--- src/rtl/pfc_pkg.sv ---
package pfc_pkg;

  localparam int unsigned SIDE  = 5;
  localparam int unsigned CELLS = 25;

  typedef logic [4:0] letter_t;

  localparam letter_t CODE_I = 5'd8;
  localparam letter_t CODE_J = 5'd9;
  localparam letter_t CODE_Q = 5'd16;
  localparam letter_t CODE_X = 5'd23;
  localparam letter_t CODE_Z = 5'd25;

  // Shift amounts for the mod-5 moves inside the square.
  localparam logic [2:0] SHIFT_ENC = 3'd1;
  localparam logic [2:0] SHIFT_DEC = 3'd4;

  typedef enum logic [1:0] {
    REG_DECRYPT_MODE = 2'd0,
    REG_SQUARE_A     = 2'd1,
    REG_SQUARE_B     = 2'd2,
    REG_SQUARE_C     = 2'd3
  } cfg_reg_t;

  localparam int unsigned CFG_DATA_W = 45;

  // Cell k of the key square sits in element k.
  typedef logic [CELLS-1:0][4:0] square_t;

  typedef logic [CELLS-1:0] match_t;

  typedef struct packed {
    letter_t a;
    letter_t b;
    logic    last;
  } digraph_t;

  // Queue head toward the cipher stage.
  typedef struct packed {
    logic     valid;
    digraph_t pair;
  } head_t;

endpackage

--- src/rtl/pfc_letter_if.sv ---
interface pfc_letter_if;
  logic       valid;
  logic       ready;
  logic [4:0] letter_in;
  logic       end_of_message;

  modport source(output valid, letter_in, end_of_message, input ready);
  modport sink(input valid, letter_in, end_of_message, output ready);
endinterface

--- src/rtl/pfc_digraph_if.sv ---
interface pfc_digraph_if;
  logic       valid;
  logic       ready;
  logic [4:0] first_out;
  logic [4:0] second_out;
  logic       final_pair;

  modport source(output valid, first_out, second_out, final_pair, input ready);
  modport sink(input valid, first_out, second_out, final_pair, output ready);
endinterface

--- src/rtl/playfair_digraph_cipher.sv ---
// Streaming Playfair cipher. Takes one letter word per cycle while the queue
// has room, returns one enciphered digraph word per cycle while the sink is
// ready; a digraph goes from the queue via a match register to the output
// register. A doubled letter ending a message makes two words from one, so a
// four-entry queue sits between pairing and enciphering; letters are taken
// only with room for two. Load the key square and mode while the block is idle.
module playfair_digraph_cipher (
  input  logic                                clk,
  input  logic                                rst,
  pfc_letter_if.sink                          letters,
  pfc_digraph_if.source                       digraphs,
  input  logic                                cfg_wr_en,
  input  logic [1:0]                          cfg_index,
  input  logic [pfc_pkg::CFG_DATA_W-1:0]      cfg_data
);

  logic            decrypt_mode;
  logic [44:0]     square_part_a;
  logic [39:0]     square_part_b;
  logic [39:0]     square_part_c;
  pfc_pkg::square_t square;
  pfc_pkg::head_t  head;
  logic            pop;

  always_ff @(posedge clk) begin
    if (rst) begin
      decrypt_mode  <= 1'b0;
      square_part_a <= '0;
      square_part_b <= '0;
      square_part_c <= '0;
    end else if (cfg_wr_en) begin
      unique case (pfc_pkg::cfg_reg_t'(cfg_index))
        pfc_pkg::REG_DECRYPT_MODE: decrypt_mode  <= cfg_data[0];
        pfc_pkg::REG_SQUARE_A:     square_part_a <= cfg_data[44:0];
        pfc_pkg::REG_SQUARE_B:     square_part_b <= cfg_data[39:0];
        pfc_pkg::REG_SQUARE_C:     square_part_c <= cfg_data[39:0];
        default: ;
      endcase
    end
  end

  assign square = {square_part_c, square_part_b, square_part_a};

  pfc_pair u_pair (
    .clk     (clk),
    .rst     (rst),
    .letters (letters),
    .head    (head),
    .pop     (pop)
  );

  pfc_cipher u_cipher (
    .clk          (clk),
    .rst          (rst),
    .decrypt_mode (decrypt_mode),
    .square       (square),
    .head         (head),
    .pop          (pop),
    .digraphs     (digraphs)
  );

endmodule

--- src/rtl/pfc_pair.sv ---
module pfc_pair (
  input  logic                clk,
  input  logic                rst,
  pfc_letter_if.sink          letters,
  output pfc_pkg::head_t      head,
  input  logic                pop
);

  localparam int unsigned DEPTH = 4;

  logic                 held_valid;
  pfc_pkg::letter_t     held_letter;
  pfc_pkg::digraph_t    queue [DEPTH];
  logic [1:0]           wr_ptr;
  logic [1:0]           rd_ptr;
  logic [2:0]           count;

  pfc_pkg::letter_t     c;
  logic                 take;
  logic                 push0;
  logic                 push1;
  pfc_pkg::digraph_t    pair0;
  pfc_pkg::digraph_t    pair1;
  logic                 held_valid_next;
  logic [1:0]           npush;

  // Room for two pairs keeps a doubled letter at message end from overflowing.
  assign letters.ready = (count <= 3'd2);
  assign take          = letters.valid && letters.ready;

  always_comb begin
    c = (letters.letter_in == pfc_pkg::CODE_J) ? pfc_pkg::CODE_I : letters.letter_in;
    push0           = 1'b0;
    push1           = 1'b0;
    pair0           = '{a: held_letter, b: c, last: letters.end_of_message};
    pair1           = pair0;
    held_valid_next = held_valid;
    if (take) begin
      if (held_valid && held_letter != c) begin
        push0           = 1'b1;
        held_valid_next = 1'b0;
      end else begin
        if (held_valid) begin
          // Doubled letter: fill with X, or Q after an X.
          pair0 = '{a: held_letter,
                    b: (c == pfc_pkg::CODE_X) ? pfc_pkg::CODE_Q : pfc_pkg::CODE_X,
                    last: 1'b0};
        end
        if (letters.end_of_message) begin
          // Pad the lone letter with Z, or X after a Z.
          pair1 = '{a: c,
                    b: (c == pfc_pkg::CODE_Z) ? pfc_pkg::CODE_X : pfc_pkg::CODE_Z,
                    last: 1'b1};
          held_valid_next = 1'b0;
        end else begin
          held_valid_next = 1'b1;
        end
        if (held_valid) begin
          push0 = 1'b1;
          push1 = letters.end_of_message;
        end else if (letters.end_of_message) begin
          push0 = 1'b1;
          pair0 = pair1;
        end
      end
    end
    npush = {1'b0, push0} + {1'b0, push1};
  end

  always_ff @(posedge clk) begin
    if (rst) begin
      held_valid <= 1'b0;
      wr_ptr     <= '0;
      rd_ptr     <= '0;
      count      <= '0;
    end else begin
      held_valid <= held_valid_next;
      wr_ptr     <= wr_ptr + npush;
      rd_ptr     <= rd_ptr + {1'b0, pop};
      count      <= count + {1'b0, npush} - {2'b00, pop};
    end
  end

  always_ff @(posedge clk) begin
    if (take && !(held_valid && held_letter != c)) begin
      held_letter <= c;
    end
    if (push0) begin
      queue[wr_ptr] <= pair0;
    end
    if (push1) begin
      queue[wr_ptr + 2'd1] <= pair1;
    end
  end

  assign head.valid = (count != 3'd0);
  assign head.pair  = queue[rd_ptr];

endmodule

--- src/rtl/pfc_cipher.sv ---
module pfc_cipher (
  input  logic                clk,
  input  logic                rst,
  input  logic                decrypt_mode,
  input  pfc_pkg::square_t    square,
  input  pfc_pkg::head_t      head,
  output logic                pop,
  pfc_digraph_if.source       digraphs
);

  logic              s1_valid;
  pfc_pkg::match_t   s1_match_a;
  pfc_pkg::match_t   s1_match_b;
  logic              s1_last;

  logic              out_free;
  logic              s1_load;
  pfc_pkg::match_t   match_a;
  pfc_pkg::match_t   match_b;

  logic [2:0]        ra, ca, rb, cb;
  logic [2:0]        shift;
  logic [2:0]        ra_n, ca_n, rb_n, cb_n;
  logic [4:0]        idx_a, idx_b;

  function automatic logic [2:0] add_mod5(input logic [2:0] v, input logic [2:0] s);
    logic [3:0] sum;
    sum = {1'b0, v} + {1'b0, s};
    return (sum >= 4'd5) ? 3'(sum - 4'd5) : sum[2:0];
  endfunction

  assign out_free = !digraphs.valid || digraphs.ready;
  assign s1_load  = !s1_valid || out_free;
  assign pop      = head.valid && s1_load;

  // Compare both letters against every cell.
  always_comb begin
    for (int i = 0; i < pfc_pkg::CELLS; i++) begin
      match_a[i] = (square[i] == head.pair.a);
      match_b[i] = (square[i] == head.pair.b);
    end
  end

  always_ff @(posedge clk) begin
    if (rst) begin
      s1_valid <= 1'b0;
    end else if (s1_load) begin
      s1_valid <= head.valid;
    end
  end

  always_ff @(posedge clk) begin
    if (s1_load) begin
      s1_match_a <= match_a;
      s1_match_b <= match_b;
      s1_last    <= head.pair.last;
    end
  end

  // Lowest matching cell wins; no match locates at cell zero.
  always_comb begin
    ra = '0;
    ca = '0;
    rb = '0;
    cb = '0;
    for (int i = pfc_pkg::CELLS - 1; i >= 0; i--) begin
      if (s1_match_a[i]) begin
        ra = 3'(i / pfc_pkg::SIDE);
        ca = 3'(i % pfc_pkg::SIDE);
      end
      if (s1_match_b[i]) begin
        rb = 3'(i / pfc_pkg::SIDE);
        cb = 3'(i % pfc_pkg::SIDE);
      end
    end
  end

  always_comb begin
    shift = decrypt_mode ? pfc_pkg::SHIFT_DEC : pfc_pkg::SHIFT_ENC;
    ra_n  = ra;
    ca_n  = ca;
    rb_n  = rb;
    cb_n  = cb;
    if (ca == cb) begin
      ra_n = add_mod5(ra, shift);
      rb_n = add_mod5(rb, shift);
    end else if (ra == rb) begin
      ca_n = add_mod5(ca, shift);
      cb_n = add_mod5(cb, shift);
    end else begin
      ca_n = cb;
      cb_n = ca;
    end
    idx_a = {ra_n, 2'b00} + {2'b00, ra_n} + {2'b00, ca_n};
    idx_b = {rb_n, 2'b00} + {2'b00, rb_n} + {2'b00, cb_n};
  end

  always_ff @(posedge clk) begin
    if (rst) begin
      digraphs.valid <= 1'b0;
    end else if (out_free) begin
      digraphs.valid <= s1_valid;
    end
  end

  always_ff @(posedge clk) begin
    if (out_free && s1_valid) begin
      digraphs.first_out  <= square[idx_a];
      digraphs.second_out <= square[idx_b];
      digraphs.final_pair <= s1_last;
    end
  end

endmodule

--- src/flat_wrapper.sv ---
// flat-port wrapper written by rule: the top's interface ports become plain ports
module playfair_digraph_cipher_flat 
  (clk, rst, cfg_wr_en, cfg_index, cfg_data, letters_valid, letters_letter_in, letters_end_of_message, letters_ready, digraphs_valid, digraphs_first_out, digraphs_second_out, digraphs_final_pair, digraphs_ready);
  pfc_letter_if letters_i ();
  pfc_digraph_if digraphs_i ();
  input  logic clk;
  input  logic rst;
  input  logic cfg_wr_en;
  input  logic [1:0] cfg_index;
  input  logic [pfc_pkg::CFG_DATA_W-1:0] cfg_data;
  input wire logic [$bits(letters_i.valid)-1:0] letters_valid;
  input wire logic [$bits(letters_i.letter_in)-1:0] letters_letter_in;
  input wire logic [$bits(letters_i.end_of_message)-1:0] letters_end_of_message;
  output wire logic [$bits(letters_i.ready)-1:0] letters_ready;
  output wire logic [$bits(digraphs_i.valid)-1:0] digraphs_valid;
  output wire logic [$bits(digraphs_i.first_out)-1:0] digraphs_first_out;
  output wire logic [$bits(digraphs_i.second_out)-1:0] digraphs_second_out;
  output wire logic [$bits(digraphs_i.final_pair)-1:0] digraphs_final_pair;
  input wire logic [$bits(digraphs_i.ready)-1:0] digraphs_ready;
  assign letters_i.valid = letters_valid;
  assign letters_i.letter_in = letters_letter_in;
  assign letters_i.end_of_message = letters_end_of_message;
  assign letters_ready = letters_i.ready;
  assign digraphs_valid = digraphs_i.valid;
  assign digraphs_first_out = digraphs_i.first_out;
  assign digraphs_second_out = digraphs_i.second_out;
  assign digraphs_final_pair = digraphs_i.final_pair;
  assign digraphs_i.ready = digraphs_ready;
  playfair_digraph_cipher u_core (.clk(clk), .rst(rst), .letters(letters_i), .digraphs(digraphs_i), .cfg_wr_en(cfg_wr_en), .cfg_index(cfg_index), .cfg_data(cfg_data));
endmodule
--- config.mk ---
export PLATFORM = sky130hd
export DESIGN_NAME = playfair_digraph_cipher_flat
export DESIGN_NICKNAME = d
export VERILOG_FILES = /design/src/rtl/pfc_pkg.sv /design/src/rtl/pfc_letter_if.sv /design/src/rtl/pfc_digraph_if.sv /design/src/rtl/playfair_digraph_cipher.sv /design/src/rtl/pfc_pair.sv /design/src/rtl/pfc_cipher.sv /design/src/flat_wrapper.sv
export SDC_FILE = /design/constraint.sdc
export NUM_CORES = 1
export LEC_CHECK = 0
export ABC_AREA = 1
export BUFFER_PORTS_ARGS = -buffer_cell sky130_fd_sc_hd__buf_2
export CAP_MARGIN = 30
export CORE_ASPECT_RATIO = 1.2
export CORE_MARGIN = 1
export CORE_UTILIZATION = 40
export CTS_CLUSTER_SIZE = 12
export DETAILED_ROUTE_END_ITERATION = 7
export SYNTH_ARGS = -nofsm -noshare
export SYNTH_HDL_FRONTEND = slang
export SYNTH_HIERARCHICAL = 1
export SYNTH_SLANG_ARGS = --single-unit
--- constraint.sdc ---
create_clock -name clk -period 8.1 [get_ports clk]
set_clock_uncertainty 0.05 [all_clocks]
set_input_delay 0 -clock clk [delete_from_list [all_inputs] [get_ports clk]]
set_output_delay 0 -clock clk [all_outputs]
set_load 0.03 [all_outputs]
==> summary.md, run 1 <==
| Metric | Value |
|---|---|
| RSZ-0062 raised after global routing | `false` |
| Async SR Flop Fraction | `0%` |
| Fin crit period | `6.35 ns` |
| Bufs on Longest Clock Path | `3` |
| Distinct cells, synth | `58` |
| CTS tree | `yes` |
| Critical Path RT | `8.36 ns` |
| # port buffers | `70` |
| Slew at the pin closest to its max-slew limit | `1.06 ns` |
| Die Area | `43,800 um^2` |
| Final Hold Vio Count | `0` |
| Worst hold-check path type | `in2reg` |
| Max Cap Viol | `0` |
| Avg Inst Size Synth | `6.85 um^2` |
| Htree depth | `1` |
| Vias in the first global route | `16,200` |
| Multiplexer area fraction after synthesis | `0%` |
| Largest net degree at the start of global routing | `85` |
| Initial antenna violation count | `4` |
| Post-CTS sizing | `0` |
| Mapped cell area | `17,200 um^2` |
| Num Clock Sinks | `247` |
| Root Driver | `clkbuf_16` |
| Post-Route WL | `63.1 mm` |
| Synth Net Count | `2,609` |
| Die outline width | `191 um` |
| Initial core utilization | `40.9%` |
| Tot GR Track Use | `28.8%` |
| Synth Register Bits | `247` |
| Adder-Cell Fraction of Synth Area | `3.20%` |
| Routability cong. | `1.01` |
| Nets | `2,685` |
| Multi-input combinational cell area | `9270 um^2` |
| Grt ovf | `0` |
| Slew headroom | `28.6%` |
| Arrival time worst endpoint | `6.61 ns` |
| Core ar. | `42,100 um^2` |
| Max-slew violation count | `0` |
| Synth warn | `6` |
| WL/cell | `20.0 um` |
| Setup Crit Path Kind | `reg2reg` |
| First-pass detailed-route iteration total | `6` |
| Largest family of logic cells by synthesized area | `simple AND/OR/NAND/NOR gates` |
| Period utilization | `78.3%` |
| Post-Synth XOR/XNOR Area | `4.99%` |
| DR iter-0 viols | `1,543` |
| Startpoint types | `register` |
| Area delta synth->final | `14.0%` |
| Crit Path Max Fanout | `16` |
| Clk_lat worst skew | `0.58 ns` |
| Vias/cell | `5.44` |
| Final setup TNS | `0 ns` |
| Share of cells above drive strength 1 | `8.06%` |
| Reg clk slew, reported paths | `0.06 ns` |
| Setup repair bufs after CTS | `0` |
| Row count | `82` |
| Global-route wire length before repair | `96.2 mm` |
| Final Setup Violations | `0` |
| Max Fclk | `0.158 GHz` |
| DRC | `0` |
| FF+latch area | `6060 um^2` |
| Run status | `complete, no violations` |
| Hold-fix buffers, CTS | `69` |
| Critical Path End Type | `register` |
| Number of synthesized flops with an enable pin | `111` |
| Die Y | `229 um` |
| Compound-Gate Fraction of Synth Area | `17.7%` |
| Remaining antenna violation count | `0` |
| CTS Buf Count | `27` |
| Synth Instances | `2,510` |
| I/O pin count | `71` |
| Simple-gate area share of the yosys netlist | `27.5%` |
| DR vias | `17,100` |
| Antenna fix cells | `0` |
| Sequential fraction of the synthesis area | `35.2%` |
| Hpwl dp | `46.7 mm` |
| FILL cells | `4,276` |
| Commonest register cell after synthesis | `dfxtp_1` |
-- critical path: stages, from the launching register on --
cell      delay (ns)
edfxtp_1        0.44
nor2_1          0.28
nand2_1         0.17
nor2_1          0.11
inv_1           0.06
a31oi_1         0.38
ha_1            0.29
ha_1            0.24
inv_1           0.10
ha_1            0.17
inv_1           0.05
nor2_1          0.08
nor2_1          0.05
a311o_1         0.34
or2_2           0.29
nand3_1         0.07
o21ai_1         0.11
fa_1            0.52
inv_1           0.07
fa_1            0.97
inv_1           0.42
o211ai_1        0.26
o21ai_0         0.28
nand3_1         0.19
nand2_1         0.08
-- worst paths after layout --
check / startpoint / end / slack, ns / depth (start not counted)
setup / recovery: u_core/u_cipher/s1_match_b[0]$_DFFE_PN_ / u_core/u_cipher/digraphs.second_out[4]$_DFFE_PP_ / 1.75 / 24
hold / removal: cfg_data[7] / u_core/square_part_b[7]$_SDFFE_PP0P_ / 0.18 / 4
setup reg to reg: u_core/u_cipher/s1_match_b[0]$_DFFE_PN_ / u_core/u_cipher/digraphs.second_out[4]$_DFFE_PP_ / 1.75 / 24
hold reg to reg: u_core/u_cipher/s1_last$_DFFE_PN_ / u_core/u_cipher/digraphs.final_pair$_DFFE_PP_ / 0.39 / 0
-- kinds of logic (layout without fill, tap and decap cells) --
family | count (synthesis) | in the layout
fa+ha+maj | 41 | 41
simple gates | 1127 | 1127
flops | 247 | 247
compound gates | 520 | 520
xor+xnor | 98 | 98
buf+inv | 477 | 574
-- cell usage in the layout (no fill, tap or decap), types with 71 or more instances in the layout --
cell      netlist  final
buf_2           9     71
nand2_1       552    552
o21ai_0       243    243
dfxtp_1       136    136
a21oi_1       124    123
nor2_1        358    358
edfxtp_1      111    111
inv_1         327    327
xor2_1         71     71
nand3_1       131    130
-- through the flow --
| stage | util (%) | hold WS (ns) | cells | cell area, um^2 | worst slack (ns) |
|---|---|---|---|---|---|
| final | 46.6 | 0.178 | 3153 | 19600 | 1.75 |
| after global routing | 46.6 | 0.177 | 3153 | 19600 | 1.20 |
| after CTS | 46.4 | 0.157 | 3150 | 19500 | 1.76 |
| after detailed placement | 42.7 | 0.208 | 3031 | 18000 | 1.78 |
| after global placement | 42.6 | 0.174 | 3027 | 17900 | 1.74 |
| after floorplan | - | 0.0191 | 2510 | 17200 | 3.20 |
-- cell usage after synthesis, types with 4 or more instances --
cell type / instances / area (um^2)
a2111oi_0: 19 / 166
a21oi_1: 124 / 621
a221o_1: 4 / 40.0
a221oi_1: 26 / 228
a31oi_1: 5 / 31.3
buf_1: 20 / 75.1
buf_2: 9 / 45.0
buf_4: 8 / 60.1
buf_6: 14 / 158
clkbuf_1: 85 / 319
clkinv_1: 6 / 22.5
dfxtp_1: 136 / 2720
edfxtp_1: 111 / 3330
fa_1: 5 / 100
ha_1: 36 / 450
inv_1: 327 / 1230
inv_2: 5 / 18.8
nand2_1: 552 / 2070
nand2_4: 5 / 56.3
nand3_1: 131 / 656
nand3_2: 6 / 60.1
nand4_1: 11 / 68.8
nor2_1: 358 / 1340
nor3_1: 8 / 40.0
nor3_2: 4 / 40.0
nor4_1: 26 / 163
o211ai_1: 19 / 143
o21ai_0: 243 / 1220
o21ai_1: 6 / 30.0
o221ai_1: 17 / 149
o22ai_1: 38 / 238
or2_2: 9 / 56.3
xnor2_1: 27 / 236
xor2_1: 71 / 622
-- metal layers --
layer  GRT usage, %  share of wire [%]  up-vias  wire length, um
met5              0              0.040        -               25
met4           13.1                4.7        4             2980
met3           3.43                6.4      154             4030
met2           50.2                 49      596            31000
met1           35.1                 40     7999            25000
li1               -                  -     8396                -
-- state kept, by name, indices dropped and copies added (netlist names), 3 cells and up --
register,flops
u_core/square_part_c,40
u_core/square_part_b,40
u_core/u_pair/queue,44
u_core/u_pair/held_letter,5
u_core/u_cipher/digraphs.first_out,5
u_core/u_pair/count,3
u_core/u_cipher/s1_match_b,25
u_core/u_cipher/digraphs.second_out,5
u_core/square_part_a,45
u_core/u_cipher/s1_match_a,25
-- layout make-up --
cell class	instances	area share [%]
multi-input combinational	1786	47.4
sequential	247	30.9
timing repair buffer	185	7.28
inverter	339	6.53
clock buffer	39	3.89
tap	546	3.49
clock inverter	11	0.524
Power of run 1 is left out: the tool's default activity adds up to more than one toggle a clock period on the data nets, which glitch-free logic cannot reach.
==> run 2, diff against run 1 <==
- clock period: 8.1 -> 6 ns (I/O delays scaled with it)
==> run 2 against run 1 <==
Global-route usage rose by 0.65 points. Die area did not move. Sequential cell count did not move. Final cell count rose by 0.44%. Wire length rose by 3.2%. Non-clock buffer count rose by 15. Register-to-register slack got worse by 1.5 ns. Critical path type unchanged.
==> summary.md, run 2 (synthesis results as in run 1) <==
| Metric | Value |
|---|---|
| Vias/cell | `5.49 (was 5.44)` |
| Slew headroom | `27.7% (was 28.6%)` |
| Critical Path End Type | `register (unchanged)` |
| Die Y | `229 um (unchanged)` |
| Root Driver | `clkbuf_16 (unchanged)` |
| Setup Crit Path Kind | `reg2reg (unchanged)` |
| Final Setup Violations | `0 (unchanged)` |
| Area delta synth->final | `15.1% (was 14.0%)` |
| Max Cap Viol | `0 (unchanged)` |
| Run status | `complete, no violations (unchanged)` |
| Post-Route WL | `65.1 mm (was 63.1 mm)` |
| DRC | `0 (unchanged)` |
| Commonest non-fill, non-tap cell in the layout | `nand2_1 (unchanged)` |
| DR vias | `17,400 (was 17,100)` |
| Core ar. | `42,100 um^2 (unchanged)` |
| Share of cells above drive strength 1 | `9.69% (was 8.06%)` |
| Nets | `2,700 (was 2,685)` |
| Initial core utilization | `40.9% (unchanged)` |
| WL/cell | `20.6 um (was 20.0 um)` |
| Remaining antenna violation count | `0 (unchanged)` |
| Worst hold-check path type | `in2reg (unchanged)` |
| Antenna fix cells | `0 (unchanged)` |
| Arrival time worst endpoint | `6.11 ns (was 6.61 ns)` |
| Max Fclk | `0.174 GHz (was 0.158 GHz)` |
| Initial antenna violation count | `2 (was 4)` |
| # port buffers | `70 (unchanged)` |
| Final hold slack | `0.156 ns (was 0.178 ns)` |
| Vias in the first global route | `16,200 (about the same)` |
| Die outline width | `191 um (unchanged)` |
| CTS tree | `yes (unchanged)` |
| Max FFs per register | `45 (unchanged)` |
| Fin crit period | `5.73 ns (was 6.35 ns)` |
| Startpoint types | `register (unchanged)` |
| Die Area | `43,800 um^2 (unchanged)` |
| Reg clk slew, reported paths | `0.06 ns (about the same)` |
| Biggest register | `u_core/square_part_a (unchanged)` |
| DR iter-0 viols | `1,475 (was 1,543)` |
| CTS Buf Count | `27 (unchanged)` |
| Global-route wire length before repair | `97.7 mm (was 96.2 mm)` |
| Largest net degree at the start of global routing | `86 (was 85)` |
| Routability cong. | `1.01 (about the same)` |
| Slew at the pin closest to its max-slew limit | `1.06 ns (about the same)` |
| Period utilization | `95.6% (was 78.3%)` |
| Row count | `82 (unchanged)` |
| Critical Path RT | `6.38 ns (was 8.36 ns)` |
| Bufs on Longest Clock Path | `3 (unchanged)` |
| Final Hold Vio Count | `0 (unchanged)` |
| Max-slew violation count | `0 (unchanged)` |
| Clk_lat worst skew | `0.57 ns (was 0.58 ns)` |
| I/O pin count | `71 (unchanged)` |
| First-pass detailed-route iteration total | `6 (unchanged)` |
| Largest regs | `u_core/square_part_a (45), u_core/u_pair/queue (44) (unchanged)` |
| Grt ovf | `0 (unchanged)` |
| Tot GR Track Use | `29.5% (was 28.8%)` |
| Most frequent cells in the layout | `nand2_1, nor2_1, inv_1 (unchanged)` |
| Hpwl dp | `48.7 mm (was 46.7 mm)` |
| Crit Path Max Fanout | `8 (was 16)` |
| Num Clock Sinks | `247 (unchanged)` |
| Htree depth | `1 (unchanged)` |
[run 2: metrics by stage]
stage / instance area [um^2] / setup slack (ns) / TNS, ns / util, % / instances
after floorplan: 17200 / 1.10 / 0 / - / 2510
final: 19800 / 0.266 / 0 / 47.0 / 3167
after global routing: 19800 / -0.0129 / -0.0129 / 47.0 / 3167
after CTS: 19600 / 0.00594 / 0 / 46.6 / 3157
after detailed placement: 18200 / -0.277 / -0.346 / 43.2 / 3049
after global placement: 18100 / -0.238 / -0.263 / 43.0 / 3041
[run 2: final timing paths]
check,startpoint,slack [ns],to,cells after the start
hold / removal,cfg_data[40],0.16,u_core/square_part_a[40]$_SDFFE_PP0P_,4
hold reg to reg,u_core/u_cipher/s1_last$_DFFE_PN_,0.40,u_core/u_cipher/digraphs.final_pair$_DFFE_PP_,0
setup reg to reg,u_core/u_cipher/s1_match_b[13]$_DFFE_PN_,0.27,u_core/u_cipher/digraphs.second_out[0]$_DFFE_PP_,26
setup / recovery,u_core/u_cipher/s1_match_b[13]$_DFFE_PN_,0.27,u_core/u_cipher/digraphs.second_out[0]$_DFFE_PP_,26
[run 2: worst max-delay path: stages (launching register included)]
cell and delay [ns]:
edfxtp_1 0.41, nor4_1 0.36, inv_1 0.15, nor2_1 0.11
nand2_1 0.06, a31oi_1 0.40, ha_1 0.28, ha_1 0.24
inv_1 0.10, ha_1 0.18, inv_1 0.05, nor2_1 0.08
nor2_1 0.05, a311o_1 0.33, or2_2 0.29, nand3_1 0.09
o21ai_1 0.11, fa_1 0.51, inv_1 0.07, fa_2 0.64
clkinvlp_4 0.23, buf_4 0.21, nand3_1 0.18, nand3_1 0.13
nand3_2 0.12, nand3_1 0.08, nand2_1 0.11
[run 2: what timing repair did]
| action | 4_1_cts | 5_1_grt |
|---|---|---|
| pin swaps | 0 | 3 |
| gates resized for setup | 4 | 18 |
| endpoints found under the setup margin | 4 | 10 |
| setup buffers | 0 | 7 |
| hold endpoints to repair | 171 | 0 |
| hold buffers | 59 | 0 |
[run 2: final cells by class]
| cell class | instances | area, um^2 |
|---|---|---|
| Fill cell | 4304 | 22300 |
| Multi-Input combinational cell | 1786 | 9360 |
| Sequential cell | 247 | 6060 |
| Timing Repair Buffer | 200 | 1560 |
| Inverter | 339 | 1290 |
| Clock buffer | 41 | 795 |
| Tap cell | 546 | 683 |
| Clock inverter | 8 | 46.3 |
[run 2: per-layer routing]
metal / vias to the layer above / share of wire (%) / global-route usage [%]
li1: 8416 / - / -
met1: 8144 / 41 / 36.0
met2: 680 / 49 / 51.2
met3: 150 / 6.1 / 3.88
met4: 2 / 4.3 / 13.1
met5: - / 0.017 / 0
Power of run 2 is left out for the same reason.
